--- config.mk ---
export PLATFORM = sky130hd
export DESIGN_NAME = round_ordered_message_queue_core_flat
export DESIGN_NICKNAME = d
export VERILOG_FILES = /design/src/design/rmq_pkg.sv /design/src/design/rmq_if.sv /design/src/design/round_ordered_message_queue_core.sv /design/src/design/rmq_out_stage.sv /design/src/flat_wrapper.sv
export SDC_FILE = /design/constraint.sdc
export NUM_CORES = 1
export LEC_CHECK = 0
export BUFFER_PORTS_ARGS = -buffer_cell sky130_fd_sc_hd__buf_2
export CORE_MARGIN = 1.5
export CORE_UTILIZATION = 60
export CTS_BUF_LIST = sky130_fd_sc_hd__clkbuf_2 sky130_fd_sc_hd__clkbuf_4 sky130_fd_sc_hd__clkbuf_8
export DETAILED_ROUTE_END_ITERATION = 8
export PLACE_DENSITY = 0.83
export SLEW_MARGIN = 10
export SYNTH_ARGS = -nofsm -noshare
export SYNTH_HDL_FRONTEND = slang
export SYNTH_SLANG_ARGS = --single-unit
--- constraint.sdc ---
create_clock -name clk -period 8.45 [get_ports clk]
set_input_delay 0.4225 -clock clk [delete_from_list [all_inputs] [get_ports clk]]
set_output_delay 0.4225 -clock clk [all_outputs]
set_load 0.005 [all_outputs]
--- src/design/rmq_pkg.sv ---
// Shared types and constants of the round-ordered message queue.
// No dependencies; every other file of the block imports it.
package rmq_pkg;

    localparam int KIND_BITS   = 4;
    localparam int ACTION_BITS = 2;

    localparam logic [ACTION_BITS-1:0] ACT_INSERT = 2'd0;
    localparam logic [ACTION_BITS-1:0] ACT_REMOVE = 2'd1;
    localparam logic [ACTION_BITS-1:0] ACT_QUERY  = 2'd2;

    // Sequencer states of the insert walk and head read
    typedef enum logic [2:0] {
        S_IDLE,
        S_READ,
        S_SHIFT,
        S_PUT,
        S_HEAD,
        S_DONE
    } state_t;

endpackage

--- src/design/rmq_if.sv ---
// Valid/ready channel interfaces for request and result beats.
// Depends on rmq_pkg for the kind and action widths.
interface rmq_req_if #(
    parameter int ROUND_BITS   = 16,
    parameter int NODE_BITS    = 8,
    parameter int PAYLOAD_BITS = 32
);
    import rmq_pkg::*;

    logic                    valid;
    logic                    ready;
    logic [ACTION_BITS-1:0]  action;
    logic [ROUND_BITS-1:0]   msg_round;
    logic [NODE_BITS-1:0]    msg_node;
    logic [KIND_BITS-1:0]    msg_kind;
    logic [PAYLOAD_BITS-1:0] msg_payload;

    modport source (
        output valid, action, msg_round, msg_node, msg_kind, msg_payload,
        input  ready
    );
    modport sink (
        input  valid, action, msg_round, msg_node, msg_kind, msg_payload,
        output ready
    );
endinterface

interface rmq_res_if #(
    parameter int ROUND_BITS   = 16,
    parameter int NODE_BITS    = 8,
    parameter int PAYLOAD_BITS = 32,
    parameter int COUNT_BITS   = 5
);
    import rmq_pkg::*;

    logic                    valid;
    logic                    ready;
    logic                    head_valid;
    logic [ROUND_BITS-1:0]   head_round;
    logic [NODE_BITS-1:0]    head_node;
    logic [KIND_BITS-1:0]    head_kind;
    logic [PAYLOAD_BITS-1:0] head_payload;
    logic [COUNT_BITS-1:0]   entry_count;
    logic                    rejected;

    modport source (
        output valid, head_valid, head_round, head_node, head_kind, head_payload,
               entry_count, rejected,
        input  ready
    );
    modport sink (
        input  valid, head_valid, head_round, head_node, head_kind, head_payload,
               entry_count, rejected,
        output ready
    );
endinterface

--- src/design/round_ordered_message_queue_core.sv ---
// Round-ordered message queue: head of a sorted ring store with an insert walk.
// Depends on rmq_pkg, rmq_req_if, rmq_res_if and rmq_out_stage.
//
// Usage:
//   request carries one beat per operation: insert a message (action 0),
//   remove the head (action 1) or query (action 2, code 3 acts as query).
//   result returns one beat per request: the head entry after the update,
//   head_valid, entry_count and rejected (insert into a full queue, removal
//   from an empty one). Equal keys stay in arrival order.
// Sequence:
//   entries live in a single ring memory with a registered read port.
//   Remove, query and a rejected insert go straight to the head read. An
//   insert walks back from the tail, moving one entry per cycle through the
//   memory's read and write ports: each stored entry whose key is larger
//   than the new one (at most QUEUE_DEPTH - 1) moves up one slot, then the
//   new entry is written and the head is read; an insert into an empty
//   queue skips the walk. One request is in progress at a time;
//   request.ready is high when idle.
// Reset:
//   the queue is empty after reset; memory contents are not cleared.
// Stall:
//   a finished result waits in the output register; the next request is
//   accepted meanwhile and its result waits until the register frees.
module round_ordered_message_queue_core #(
    parameter int QUEUE_DEPTH  = 16,
    parameter int ROUND_BITS   = 16,
    parameter int NODE_BITS    = 8,
    parameter int PAYLOAD_BITS = 32
) (
    input  logic      clk,
    input  logic      rst_n,
    rmq_req_if.sink   request,
    rmq_res_if.source result
);
    import rmq_pkg::*;

    localparam int AW = (QUEUE_DEPTH > 2) ? $clog2(QUEUE_DEPTH) : 1;
    localparam int CW = $clog2(QUEUE_DEPTH + 1);
    localparam int EW = ROUND_BITS + NODE_BITS + KIND_BITS + PAYLOAD_BITS;

    localparam logic [AW-1:0] LAST_PTR = AW'(QUEUE_DEPTH - 1);
    localparam logic [CW-1:0] FULL_CNT = CW'(QUEUE_DEPTH);

    // Ring pointer helpers, wrapping at any depth
    function automatic logic [AW-1:0] ptr_next(input logic [AW-1:0] p);
        return (p == LAST_PTR) ? '0 : p + 1'b1;
    endfunction

    function automatic logic [AW-1:0] ptr_prev(input logic [AW-1:0] p);
        return (p == '0) ? LAST_PTR : p - 1'b1;
    endfunction

    // Entry store and its registered read port
    logic [EW-1:0] store_mem [QUEUE_DEPTH];
    logic [EW-1:0] rd_data_reg;
    logic          rd_en;
    logic [AW-1:0] rd_addr;
    logic          wr_en;
    logic [AW-1:0] wr_addr;
    logic [EW-1:0] wr_data;

    state_t        state_reg, state_next;
    logic [AW-1:0] hd_reg, hd_next;
    logic [CW-1:0] count_reg, count_next;
    logic [AW-1:0] pos_reg, pos_next;
    logic [CW-1:0] left_reg, left_next;
    logic [EW-1:0] fresh_reg, fresh_next;
    logic          rej_reg, rej_next;

    logic [AW:0]           tail_sum;
    logic [AW-1:0]         tail_ptr;
    logic [ROUND_BITS-1:0] rd_round, fresh_round;
    logic [NODE_BITS-1:0]  rd_node, fresh_node;
    logic                  stays_ahead;
    logic                  out_load;
    logic                  out_free;
    logic                  head_live;
    logic [EW-1:0]         head_word;

    always_ff @(posedge clk)
    begin
        if (wr_en)
        begin
            store_mem[wr_addr] <= wr_data;
        end
        if (rd_en)
        begin
            rd_data_reg <= store_mem[rd_addr];
        end
    end

    // Physical slot just past the last entry
    assign tail_sum = (AW+1)'(hd_reg) + (AW+1)'(count_reg);
    assign tail_ptr = (tail_sum >= (AW+1)'(QUEUE_DEPTH))
                      ? AW'(tail_sum - (AW+1)'(QUEUE_DEPTH)) : tail_sum[AW-1:0];

    // Stored entry stays ahead when its key is not larger than the new one
    assign rd_round    = rd_data_reg[EW-1 -: ROUND_BITS];
    assign rd_node     = rd_data_reg[EW-1-ROUND_BITS -: NODE_BITS];
    assign fresh_round = fresh_reg[EW-1 -: ROUND_BITS];
    assign fresh_node  = fresh_reg[EW-1-ROUND_BITS -: NODE_BITS];
    assign stays_ahead = (rd_round < fresh_round) ||
                         ((rd_round == fresh_round) && (rd_node <= fresh_node));

    // Control registers
    always_ff @(posedge clk or negedge rst_n)
    begin
        if (!rst_n)
        begin
            state_reg <= S_IDLE;
            hd_reg    <= '0;
            count_reg <= '0;
        end
        else
        begin
            state_reg <= state_next;
            hd_reg    <= hd_next;
            count_reg <= count_next;
        end
    end

    // Walk and request registers
    always_ff @(posedge clk)
    begin
        pos_reg   <= pos_next;
        left_reg  <= left_next;
        fresh_reg <= fresh_next;
        rej_reg   <= rej_next;
    end

    // Sequence the operation
    always_comb
    begin
        state_next    = state_reg;
        hd_next       = hd_reg;
        count_next    = count_reg;
        pos_next      = pos_reg;
        left_next     = left_reg;
        fresh_next    = fresh_reg;
        rej_next      = rej_reg;
        rd_en         = 1'b0;
        rd_addr       = hd_reg;
        wr_en         = 1'b0;
        wr_addr       = pos_reg;
        wr_data       = fresh_reg;
        out_load      = 1'b0;
        request.ready = 1'b0;

        case (state_reg)
            S_IDLE:
            begin
                request.ready = 1'b1;
                if (request.valid)
                begin
                    fresh_next = {request.msg_round, request.msg_node,
                                  request.msg_kind, request.msg_payload};
                    rej_next   = 1'b0;
                    state_next = S_HEAD;
                    if (request.action == ACT_INSERT)
                    begin
                        if (count_reg == FULL_CNT)
                        begin
                            rej_next = 1'b1;
                        end
                        else
                        begin
                            pos_next   = tail_ptr;
                            left_next  = count_reg;
                            count_next = count_reg + 1'b1;
                            state_next = (count_reg == '0) ? S_PUT : S_READ;
                        end
                    end
                    else if (request.action == ACT_REMOVE)
                    begin
                        if (count_reg == '0)
                        begin
                            rej_next = 1'b1;
                        end
                        else
                        begin
                            hd_next    = ptr_next(hd_reg);
                            count_next = count_reg - 1'b1;
                        end
                    end
                end
            end
            S_READ:
            begin
                rd_en      = 1'b1;
                rd_addr    = ptr_prev(pos_reg);
                state_next = S_SHIFT;
            end
            S_SHIFT:
            begin
                wr_en = 1'b1;
                if (stays_ahead)
                begin
                    state_next = S_HEAD;
                end
                else
                begin
                    // Move the larger entry up one slot, fetch the next one
                    wr_data   = rd_data_reg;
                    pos_next  = ptr_prev(pos_reg);
                    left_next = left_reg - 1'b1;
                    if (left_reg > CW'(1))
                    begin
                        rd_en   = 1'b1;
                        rd_addr = ptr_prev(ptr_prev(pos_reg));
                    end
                    else
                    begin
                        state_next = S_PUT;
                    end
                end
            end
            S_PUT:
            begin
                wr_en      = 1'b1;
                state_next = S_HEAD;
            end
            S_HEAD:
            begin
                rd_en      = 1'b1;
                rd_addr    = hd_reg;
                state_next = S_DONE;
            end
            S_DONE:
            begin
                if (out_free)
                begin
                    out_load   = 1'b1;
                    state_next = S_IDLE;
                end
            end
            default:
            begin
                state_next = S_IDLE;
            end
        endcase
    end

    // Zero the head fields of an empty queue
    assign head_live = (count_reg != '0);
    assign head_word = head_live ? rd_data_reg : '0;

    rmq_out_stage #(
        .ROUND_BITS   (ROUND_BITS),
        .NODE_BITS    (NODE_BITS),
        .PAYLOAD_BITS (PAYLOAD_BITS),
        .COUNT_BITS   (CW)
    ) u_out_stage (
        .clk          (clk),
        .rst_n        (rst_n),
        .load         (out_load),
        .head_valid   (head_live),
        .head_round   (head_word[EW-1 -: ROUND_BITS]),
        .head_node    (head_word[EW-1-ROUND_BITS -: NODE_BITS]),
        .head_kind    (head_word[PAYLOAD_BITS +: KIND_BITS]),
        .head_payload (head_word[PAYLOAD_BITS-1:0]),
        .entry_count  (count_reg),
        .rejected     (rej_reg),
        .free         (out_free),
        .result       (result)
    );

`ifndef SYNTHESIS
    // Count never passes the depth
    a_count_bound: assert property (@(posedge clk) disable iff (!rst_n)
        count_reg <= FULL_CNT)
        else $error("entry count above queue depth");

    // A shift step always has an entry left to examine
    a_shift_left: assert property (@(posedge clk) disable iff (!rst_n)
        (state_reg == S_SHIFT) |-> (left_reg != '0))
        else $error("shift step with no entry left");

    // Store writes happen only during the insert walk
    a_write_phase: assert property (@(posedge clk) disable iff (!rst_n)
        wr_en |-> ((state_reg == S_SHIFT) || (state_reg == S_PUT)))
        else $error("store written outside insert walk");

    // Handing a result over returns the sequencer to idle
    a_load_idle: assert property (@(posedge clk) disable iff (!rst_n)
        out_load |=> (state_reg == S_IDLE))
        else $error("sequencer not idle after result load");
`endif

endmodule

--- src/design/rmq_out_stage.sv ---
// Output register of the result channel: holds one result beat until taken.
// Depends on rmq_pkg and rmq_res_if.
module rmq_out_stage #(
    parameter int ROUND_BITS   = 16,
    parameter int NODE_BITS    = 8,
    parameter int PAYLOAD_BITS = 32,
    parameter int COUNT_BITS   = 5
) (
    input  logic                           clk,
    input  logic                           rst_n,
    input  logic                           load,
    input  logic                           head_valid,
    input  logic [ROUND_BITS-1:0]          head_round,
    input  logic [NODE_BITS-1:0]           head_node,
    input  logic [rmq_pkg::KIND_BITS-1:0]  head_kind,
    input  logic [PAYLOAD_BITS-1:0]        head_payload,
    input  logic [COUNT_BITS-1:0]          entry_count,
    input  logic                           rejected,
    output logic                           free,
    rmq_res_if.source                      result
);
    import rmq_pkg::*;

    logic                    valid_reg;
    logic                    head_valid_reg;
    logic [ROUND_BITS-1:0]   head_round_reg;
    logic [NODE_BITS-1:0]    head_node_reg;
    logic [KIND_BITS-1:0]    head_kind_reg;
    logic [PAYLOAD_BITS-1:0] head_payload_reg;
    logic [COUNT_BITS-1:0]   entry_count_reg;
    logic                    rejected_reg;

    // Slot is free when empty or when the held beat leaves this cycle
    assign free = !valid_reg || result.ready;

    // Hold the beat flag
    always_ff @(posedge clk or negedge rst_n)
    begin
        if (!rst_n)
        begin
            valid_reg <= 1'b0;
        end
        else if (load)
        begin
            valid_reg <= 1'b1;
        end
        else if (result.ready)
        begin
            valid_reg <= 1'b0;
        end
    end

    // Capture the payload
    always_ff @(posedge clk)
    begin
        if (load)
        begin
            head_valid_reg   <= head_valid;
            head_round_reg   <= head_round;
            head_node_reg    <= head_node;
            head_kind_reg    <= head_kind;
            head_payload_reg <= head_payload;
            entry_count_reg  <= entry_count;
            rejected_reg     <= rejected;
        end
    end

    assign result.valid        = valid_reg;
    assign result.head_valid   = head_valid_reg;
    assign result.head_round   = head_round_reg;
    assign result.head_node    = head_node_reg;
    assign result.head_kind    = head_kind_reg;
    assign result.head_payload = head_payload_reg;
    assign result.entry_count  = entry_count_reg;
    assign result.rejected     = rejected_reg;

endmodule

--- src/flat_wrapper.sv ---
// flat-port wrapper written by rule: the top's interface ports become plain ports
module round_ordered_message_queue_core_flat import rmq_pkg::*;
#(
    parameter int QUEUE_DEPTH  = 16,
    parameter int ROUND_BITS   = 16,
    parameter int NODE_BITS    = 8,
    parameter int PAYLOAD_BITS = 32
)
  (clk, rst_n, request_valid, request_action, request_msg_round, request_msg_node, request_msg_kind, request_msg_payload, request_ready, result_valid, result_head_valid, result_head_round, result_head_node, result_head_kind, result_head_payload, result_entry_count, result_rejected, result_ready);
  rmq_req_if #(.ROUND_BITS(ROUND_BITS), .NODE_BITS(NODE_BITS), .PAYLOAD_BITS(PAYLOAD_BITS)) request_i ();
  rmq_res_if #(.ROUND_BITS(ROUND_BITS), .NODE_BITS(NODE_BITS), .PAYLOAD_BITS(PAYLOAD_BITS), .COUNT_BITS((5))) result_i ();
  input  logic clk;
  input  logic rst_n;
  input wire logic [$bits(request_i.valid)-1:0] request_valid;
  input wire logic [$bits(request_i.action)-1:0] request_action;
  input wire logic [$bits(request_i.msg_round)-1:0] request_msg_round;
  input wire logic [$bits(request_i.msg_node)-1:0] request_msg_node;
  input wire logic [$bits(request_i.msg_kind)-1:0] request_msg_kind;
  input wire logic [$bits(request_i.msg_payload)-1:0] request_msg_payload;
  output wire logic [$bits(request_i.ready)-1:0] request_ready;
  output wire logic [$bits(result_i.valid)-1:0] result_valid;
  output wire logic [$bits(result_i.head_valid)-1:0] result_head_valid;
  output wire logic [$bits(result_i.head_round)-1:0] result_head_round;
  output wire logic [$bits(result_i.head_node)-1:0] result_head_node;
  output wire logic [$bits(result_i.head_kind)-1:0] result_head_kind;
  output wire logic [$bits(result_i.head_payload)-1:0] result_head_payload;
  output wire logic [$bits(result_i.entry_count)-1:0] result_entry_count;
  output wire logic [$bits(result_i.rejected)-1:0] result_rejected;
  input wire logic [$bits(result_i.ready)-1:0] result_ready;
  assign request_i.valid = request_valid;
  assign request_i.action = request_action;
  assign request_i.msg_round = request_msg_round;
  assign request_i.msg_node = request_msg_node;
  assign request_i.msg_kind = request_msg_kind;
  assign request_i.msg_payload = request_msg_payload;
  assign request_ready = request_i.ready;
  assign result_valid = result_i.valid;
  assign result_head_valid = result_i.head_valid;
  assign result_head_round = result_i.head_round;
  assign result_head_node = result_i.head_node;
  assign result_head_kind = result_i.head_kind;
  assign result_head_payload = result_i.head_payload;
  assign result_entry_count = result_i.entry_count;
  assign result_rejected = result_i.rejected;
  assign result_i.ready = result_ready;
  round_ordered_message_queue_core #(.QUEUE_DEPTH(QUEUE_DEPTH), .ROUND_BITS(ROUND_BITS), .NODE_BITS(NODE_BITS), .PAYLOAD_BITS(PAYLOAD_BITS)) u_core (.clk(clk), .rst_n(rst_n), .request(request_i), .result(result_i));
endmodule
==> results of run 1 <==
## cells in the mapped netlist, drive strengths merged
master / number / share of area, %
nand4: 67 / 0.90
o221a: 2 / 0.048
o32ai: 3 / 0.056
o22a: 120 / 2.2
nand2: 28 / 0.22
nor2b: 6 / 0.080
nor3b: 2 / 0.032
or2: 1 / 0.013
o221ai: 3 / 0.14
inv: 35 / 0.28
buf: 86 / 1.4
edfxtp: 1157 / 74
a21o: 4 / 0.064
a2111oi: 1 / 0.019
xor2: 5 / 0.094
mux2: 301 / 7.7
clkbuf: 50 / 0.40
or3b: 1 / 0.019
fa: 2 / 0.086
xnor2: 11 / 0.21
or4: 2 / 0.048
dfrtp: 13 / 0.70
nand3b: 1 / 0.016
a32oi: 120 / 2.2
o21a: 2 / 0.032
mux2i: 243 / 5.2
o21ai: 16 / 0.18
nor3: 11 / 0.13
a21oi: 31 / 0.33
and3: 2 / 0.027
nor4: 2 / 0.059
a31oi: 3 / 0.072
o211ai: 4 / 0.064
nand2b: 6 / 0.080
and2: 63 / 0.84
a211oi: 1 / 0.016
and4b: 1 / 0.021
nand3: 5 / 0.080
nor2: 38 / 0.31
o41ai: 2 / 0.054
ha: 38 / 1.0
## worst max-delay path, cell delays in order, from the launching register on
cell and delay (ps):
edfxtp_1 410, ha_1 340, nand4_1 210, or4_4 610, o41ai_2 510, o21ai_2 200, o221ai_4 640, buf_4 580
buf_4 750, mux2_2 420, a32oi_1 210, nand4_1 120
## metrics by stage
step                setup slack (ps)  hold WS (ps)
detailed placement              3156         347.0
CTS                             3140         47.71
global route                    2893         101.9
floorplan                       2707         126.9
finish                          3103         105.1
global placement                3335         330.0
## final cells by class
class,instances,area [µm²],share of cell area (%)
Antenna cell,3,7.507,0.01433
Clock buffer,220,2746,5.243
Clock inverter,84,538.0,1.027
Inverter,35,131.4,0.2508
Multi-Input combinational cell,1148,10830,20.67
Sequential cell,1170,35070,66.95
Tap cell,1040,1301,2.484
Timing Repair Buffer,252,1759,3.359
## final timing paths
| path | depth (start not counted) | end | startpoint | slack, ps |
|---|---|---|---|---|
| min | 3 | u_core.hd_reg[0] | request_action[0] | 110 |
| min reg2reg | 0 | u_core.u_out_stage.result.rejected | u_core.rej_reg | 420 |
| max reg2reg | 11 | u_core.rd_data_reg[25] | u_core.rd_data_reg[59] | 3100 |
| max in group asynchronous | 4 | u_core.count_reg[0] | rst_n | 6890 |
| min in group asynchronous | 3 | u_core.hd_reg[2] | rst_n | 520 |
| max | 11 | u_core.rd_data_reg[25] | u_core.rd_data_reg[59] | 3100 |
## routing by layer
layer,vias to the layer above,part of all wire (%)
li1,10682,-
met1,12809,37
met2,1644,49
met3,325,10
met4,2,4.0
met5,-,0.012
## kinds of logic after synthesis
logic type | Yosys count | share of synthesized area, %
flip-flops | 1170 | 75.06
multiplexers | 544 | 12.95
AO/OA/AOI/OAI | 312 | 5.581
AND/OR/NAND/NOR | 236 | 2.876
buffers and inverters | 171 | 2.132
adder cells (fa/ha/maj) | 40 | 1.103
XOR/XNOR | 16 | 0.2999
## report_power, final
group          leakage [nW]  switching [mW]  internal (mW)
sequential             10.6           0.320           7.52
clock                  1.73            2.12           2.28
combinational          5.29            4.05           2.52
==> out/qor_table.md, run 1 <==
| Result | Reported |
|---|---|
| Proportion of synthesized chip area in sequential cells | 75.06% |
| CP Capture Type | flop |
| Max Clk Rate | 187.0 MHz |
| Largest net degree at the start of global routing | 120 |
| Overall global routing resource usage | 28.14% |
| Buffer type at the clock tree root | clkbuf_8 |
| Clock tree skew after final layout | 38.36 ps |
| Total CTS buffers | 172 |
| Die footprint | 79,550 µm² |
| Path category of the worst min-delay check | input port to flop |
| Global-route layer with the greatest usage | met2 |
| Number of distinct library cells after synthesis | 56 |
| Cell area after synthesis | 46,720 µm² |
| Global placement routability congestion | 0.8526 |
| Starting utilization of the core area | 60.51% |
| Post-Place Cells | 3,579 |
| Leading cell types in the layout, fill and taps excluded | edfxtp_1, mux2i_1, mux2_2 |
| First-pass GRT wire length | 161,300 µm |
| Run status | finished clean |
| Count of endpoints failing hold in the final timing report | 0 |
| Clock-pin slew reported for the worst setup and hold paths after clock tree synthesis | 60 ps |
| Area inside the core boundary | 77,210 µm² |
| Max reg flops | 960 |
| Final number of setup-violating endpoints | 0 |
| Maximum VDD drop | 505.5 µV |
| Number of DRC markers in iteration 0 | 3,229 |
| Number of standard-cell rows in the floorplan | 102 |
| Total chip power | 18.82 mW |
| Number of cells upsized or downsized after cts | 0 |
| Critical path data arrival time | 5910 ps |
| Utilization after layout | 67.84% |
| Die W | 282.1 µm |
| Final instance count without filler cells | 3,952 |
| Global-route track usage on met2 | 45.76% |
| Critical-path maximum fanout | 54 |
| Count of final max-slew check failures | 0 |
| Post-detailed-placement cell area | 48,430 µm² |
| Post-detailed-routing wire length | 111,100 µm |
| Grt met1 use | 36.79% |
| Die Ht | 282.1 µm |
| Top-Level Pins | 135 |
| WL/cell | 28.12 µm |
| Net count reported at finish | 2,885 |
| Worst rel slew slack | 21.75% |
| Routing usage on met3 | 5.493% |
| Worst-skew pair later-pin latency | 850 ps |
| Number of instances in the synthesized netlist | 2,489 |
| Proportion of layout cells with a drive suffix above 1 | 26.23% |
| CP Data Required Time | 9010 ps |
| Via Count | 25,462 |
| Hold bufs inserted after CTS | 66 |
| Final non-filler cell area | 52,380 µm² |
| Number of antenna violations at the first check in global routing | 3 |
| Mean instance size in the synthesized netlist | 18.77 µm² |
| Type of origin of the critical path | flop |
| Gr ovfl total | 0 |
| Mapped Nets | 2,595 |
| Maximum count of clock buffers along a single path | 3 |
| Number of remaining DRC errors | 0 |
| Clk sink count | 1,170 |
| Post-route fraction of the period consumed by the critical path | 63.28% |
| Time the final worst path needs with I/O delays and setup | 5347 ps |
| Setup bufs post-CTS | 0 |
| Path type of the worst setup path | flop to flop |
| HPWL after DPL | 54,490 µm |
| Deepest level of the CTS H-tree | 4 |
| # Max-Cap Violations | 0 |
| Antenna Violating Nets Remaining | 0 |
| Yosys warning total | 0 |
| Port Buffer Count | 134 |
| Power density over the cells | 359.3 nW/µm² |
| Number of global-route vias before repair | 25,891 |
| Leakage power | 17.67 nW |
| Fill cell count | 4,646 |
| Post-synthesis register bit count | 1,170 |
| Area growth from synthesis to layout | 12.10% |
| Setup repair after global routing missed its margin | false |
| Final setup TNS | 0 ps |
| Vias per cell | 6.443 |
| TritonCTS clock tree | built |
| First-pass iteration count of the detailed router | 5 |
| Actual transition at the worst max-transition pin | 1174 ps |
| Most common cell after layout, fill and taps aside | edfxtp_1 |
(Power assumes the default switching activity.)
==> inputs of run 2 (changes only) <==
Settings changed: CORE_UTILIZATION 60 to 58, PLACE_DENSITY 0.83 to 0.84.
Clock period 8.45 ns to 4.3 ns, I/O delays scaled along.
==> run 2 against run 1 <==
  * Non-clock buffer count rose by 66
  * Via count up 1.1%
  * Design area rose by 2.3%
  * Sequential power is 96% higher
  * Sequential share of layout area fell by 1.5 points
  * Critical path type unchanged
  * Critical endpoint is now u_core.rd_data_reg[54]
==> out/qor_table.md, run 2 (synthesis gave the netlist of run 1 again) <==
| Result | Reported | Delta |
|---|---|---|
| Setup repair after global routing missed its margin | false |  |
| Critical-path maximum fanout | 51 | -5.6% |
| Utilization after layout | 67.47% | -0.36 points |
| Leakage power | 18.23 nW | +3.2% |
| Final non-filler cell area | 53,570 µm² | +2.3% |
| Via Count | 25,748 | +1.1% |
| Clock tree skew after final layout | 28.39 ps | -9.970 ps |
| CP Capture Type | flop |  |
| Post-Place Cells | 3,648 | +1.9% |
| Gr ovfl total | 0 | unchanged |
| Net count reported at finish | 2,954 | +2.4% |
| Deepest level of the CTS H-tree | 4 | unchanged |
| Post-detailed-placement cell area | 49,340 µm² | +1.9% |
| Antenna Violating Nets Remaining | 0 | unchanged |
| Maximum count of clock buffers along a single path | 3 | unchanged |
| First-pass GRT wire length | 163,200 µm | +1.2% |
| Vias per cell | 6.384 | -0.91% |
| Die Ht | 286.8 µm | +1.7% |
| Count of final max-slew check failures | 0 | unchanged |
| Largest net degree at the start of global routing | 61 | -49% |
| Max Clk Rate | 235.3 MHz | +26% |
| Worst slack after detailed placement | -78.62 ps | -3234 ps |
| Port Buffer Count | 134 | unchanged |
| Path type of the worst setup path | flop to flop |  |
| Die W | 286.8 µm | +1.7% |
| First-pass iteration count of the detailed router | 6 | +1 |
| Clock-pin slew reported for the worst setup and hold paths after clock tree synthesis | 60 ps | about the same |
| Buffer type at the clock tree root | clkbuf_8 |  |
| Leading cell types in the layout, fill and taps excluded | edfxtp_1, mux2i_1, mux2_2 |  |
| Post-Route Hold Slack | 97.28 ps | -7.786 ps |
| Count of endpoints failing hold in the final timing report | 0 | unchanged |
| Clk sink count | 1,170 | unchanged |
| Die footprint | 82,270 µm² | +3.4% |
| Number of global-route vias before repair | 26,155 | +1.0% |
| Starting utilization of the core area | 58.85% | -1.7 points |
| Area growth from synthesis to layout | 14.65% |  |
| Number of antenna violations at the first check in global routing | 3 | unchanged |
| Type of origin of the critical path | flop |  |
| Critical path data arrival time | 4710 ps | -1200 ps |
| Number of standard-cell rows in the floorplan | 103 | +0.98% |
| CP Data Required Time | 4760 ps | -4250 ps |
| Run status | finished clean |  |
| Worst rel slew slack | 26.01% | +4.3 points |
| Top-Level Pins | 135 | unchanged |
| Maximum VDD drop | 694.4 µV | +37% |
| Max reg flops | 960 | unchanged |
| Most common cell after layout, fill and taps aside | edfxtp_1 |  |
| Path category of the worst min-delay check | input port to flop |  |
| Power density over the cells | 718.9 nW/µm² | +100% |
| Number of DRC markers in iteration 0 | 3,257 | +0.87% |
| Total chip power | 38.51 mW | +100% |
| HPWL after DPL | 58,170 µm | +6.7% |
| Final setup TNS | 0 ps | unchanged |
| WL/cell | 27.72 µm | -1.4% |
| Post-route fraction of the period consumed by the critical path | 98.82% | +36 points |
| Final instance count without filler cells | 4,033 | +2.0% |
| Worst-skew pair later-pin latency | 830 ps | -20 ps |
| Setup slack after layout | 50.81 ps | -3052 ps |
| Number of remaining DRC errors | 0 | unchanged |
| Actual transition at the worst max-transition pin | 1107 ps | -66.59 ps |
| Global placement routability congestion | 0.8536 | +0.12% |
| Final number of setup-violating endpoints | 0 | unchanged |
| Overall global routing resource usage | 27.09% | -1.1 points |
| Proportion of layout cells with a drive suffix above 1 | 28.24% | +2.0 points |
| # Max-Cap Violations | 0 | unchanged |
| Time the final worst path needs with I/O delays and setup | 4249 ps | -1098 ps |
| Total CTS buffers | 175 | +1.7% |
| Area inside the core boundary | 79,390 µm² | +2.8% |
| Post-detailed-routing wire length | 111,800 µm | +0.62% |
| TritonCTS clock tree | built |  |
-- run 2: worst paths after layout --
path | start | end | slack, ps | cells after the start
setup reg to reg | u_core.rd_data_reg[49] | u_core.rd_data_reg[54] | 50 | 12
hold reg to reg | u_core.rej_reg | u_core.u_out_stage.result.rejected | 440 | 0
hold / removal | request_msg_payload[4] | u_core.fresh_reg[4] | 100 | 2
max in group asynchronous | rst_n | u_core.count_reg[1] | 3380 | 3
min in group asynchronous | rst_n | u_core.hd_reg[1] | 490 | 3
setup / recovery | u_core.rd_data_reg[49] | u_core.rd_data_reg[54] | 50 | 12
-- run 2: critical path, cell delays in order (launching register included) --
cell	delay, ps
edfxtp_1	450
ha_1	330
nand2_1	100
or4_4	600
o41ai_4	400
buf_4	180
nor3_1	70
o21a_1	240
buf_4	180
o211ai_1	400
buf_12	400
o22a_1	210
nand4_1	280
-- run 2: power by group --
group	total, mW	internal [mW]	switching, mW
Combinational	14.3	5.88	8.41
Sequential	15.4	14.8	0.604
Clock	8.84	4.71	4.13
-- run 2: layer usage --
layer / global-route usage (%) / vias up / share of wire (%)
met5: 0 / - / 0
met4: 10.46 / 0 / 3.1
met3: 6.008 / 240 / 11
met2: 44.29 / 1719 / 49
met1: 35.76 / 12954 / 37
li1: - / 10835 / -
-- run 2: what timing repair did --
item | CTS | global route
endpoints found under the setup margin | 6 | 46
cloned | 1 | 1
hold buffers | 68 | 0
pin swaps | 3 | 3
buffers inserted | 3 | 1
hold endpoints to repair | 90 | 0
resized for setup | 1 | 3
-- run 2: cell type report --
cell class / instances / area (µm²)
Multi-Input combinational cell: 1148 / 10870
Sequential cell: 1170 / 35070
Tap cell: 1050 / 1314
Fill cell: 4800 / 25820
Timing Repair Buffer: 318 / 2764
Inverter: 35 / 131.4
Antenna cell: 1 / 2.502
Clock buffer: 233 / 2875
Clock inverter: 78 / 535.5
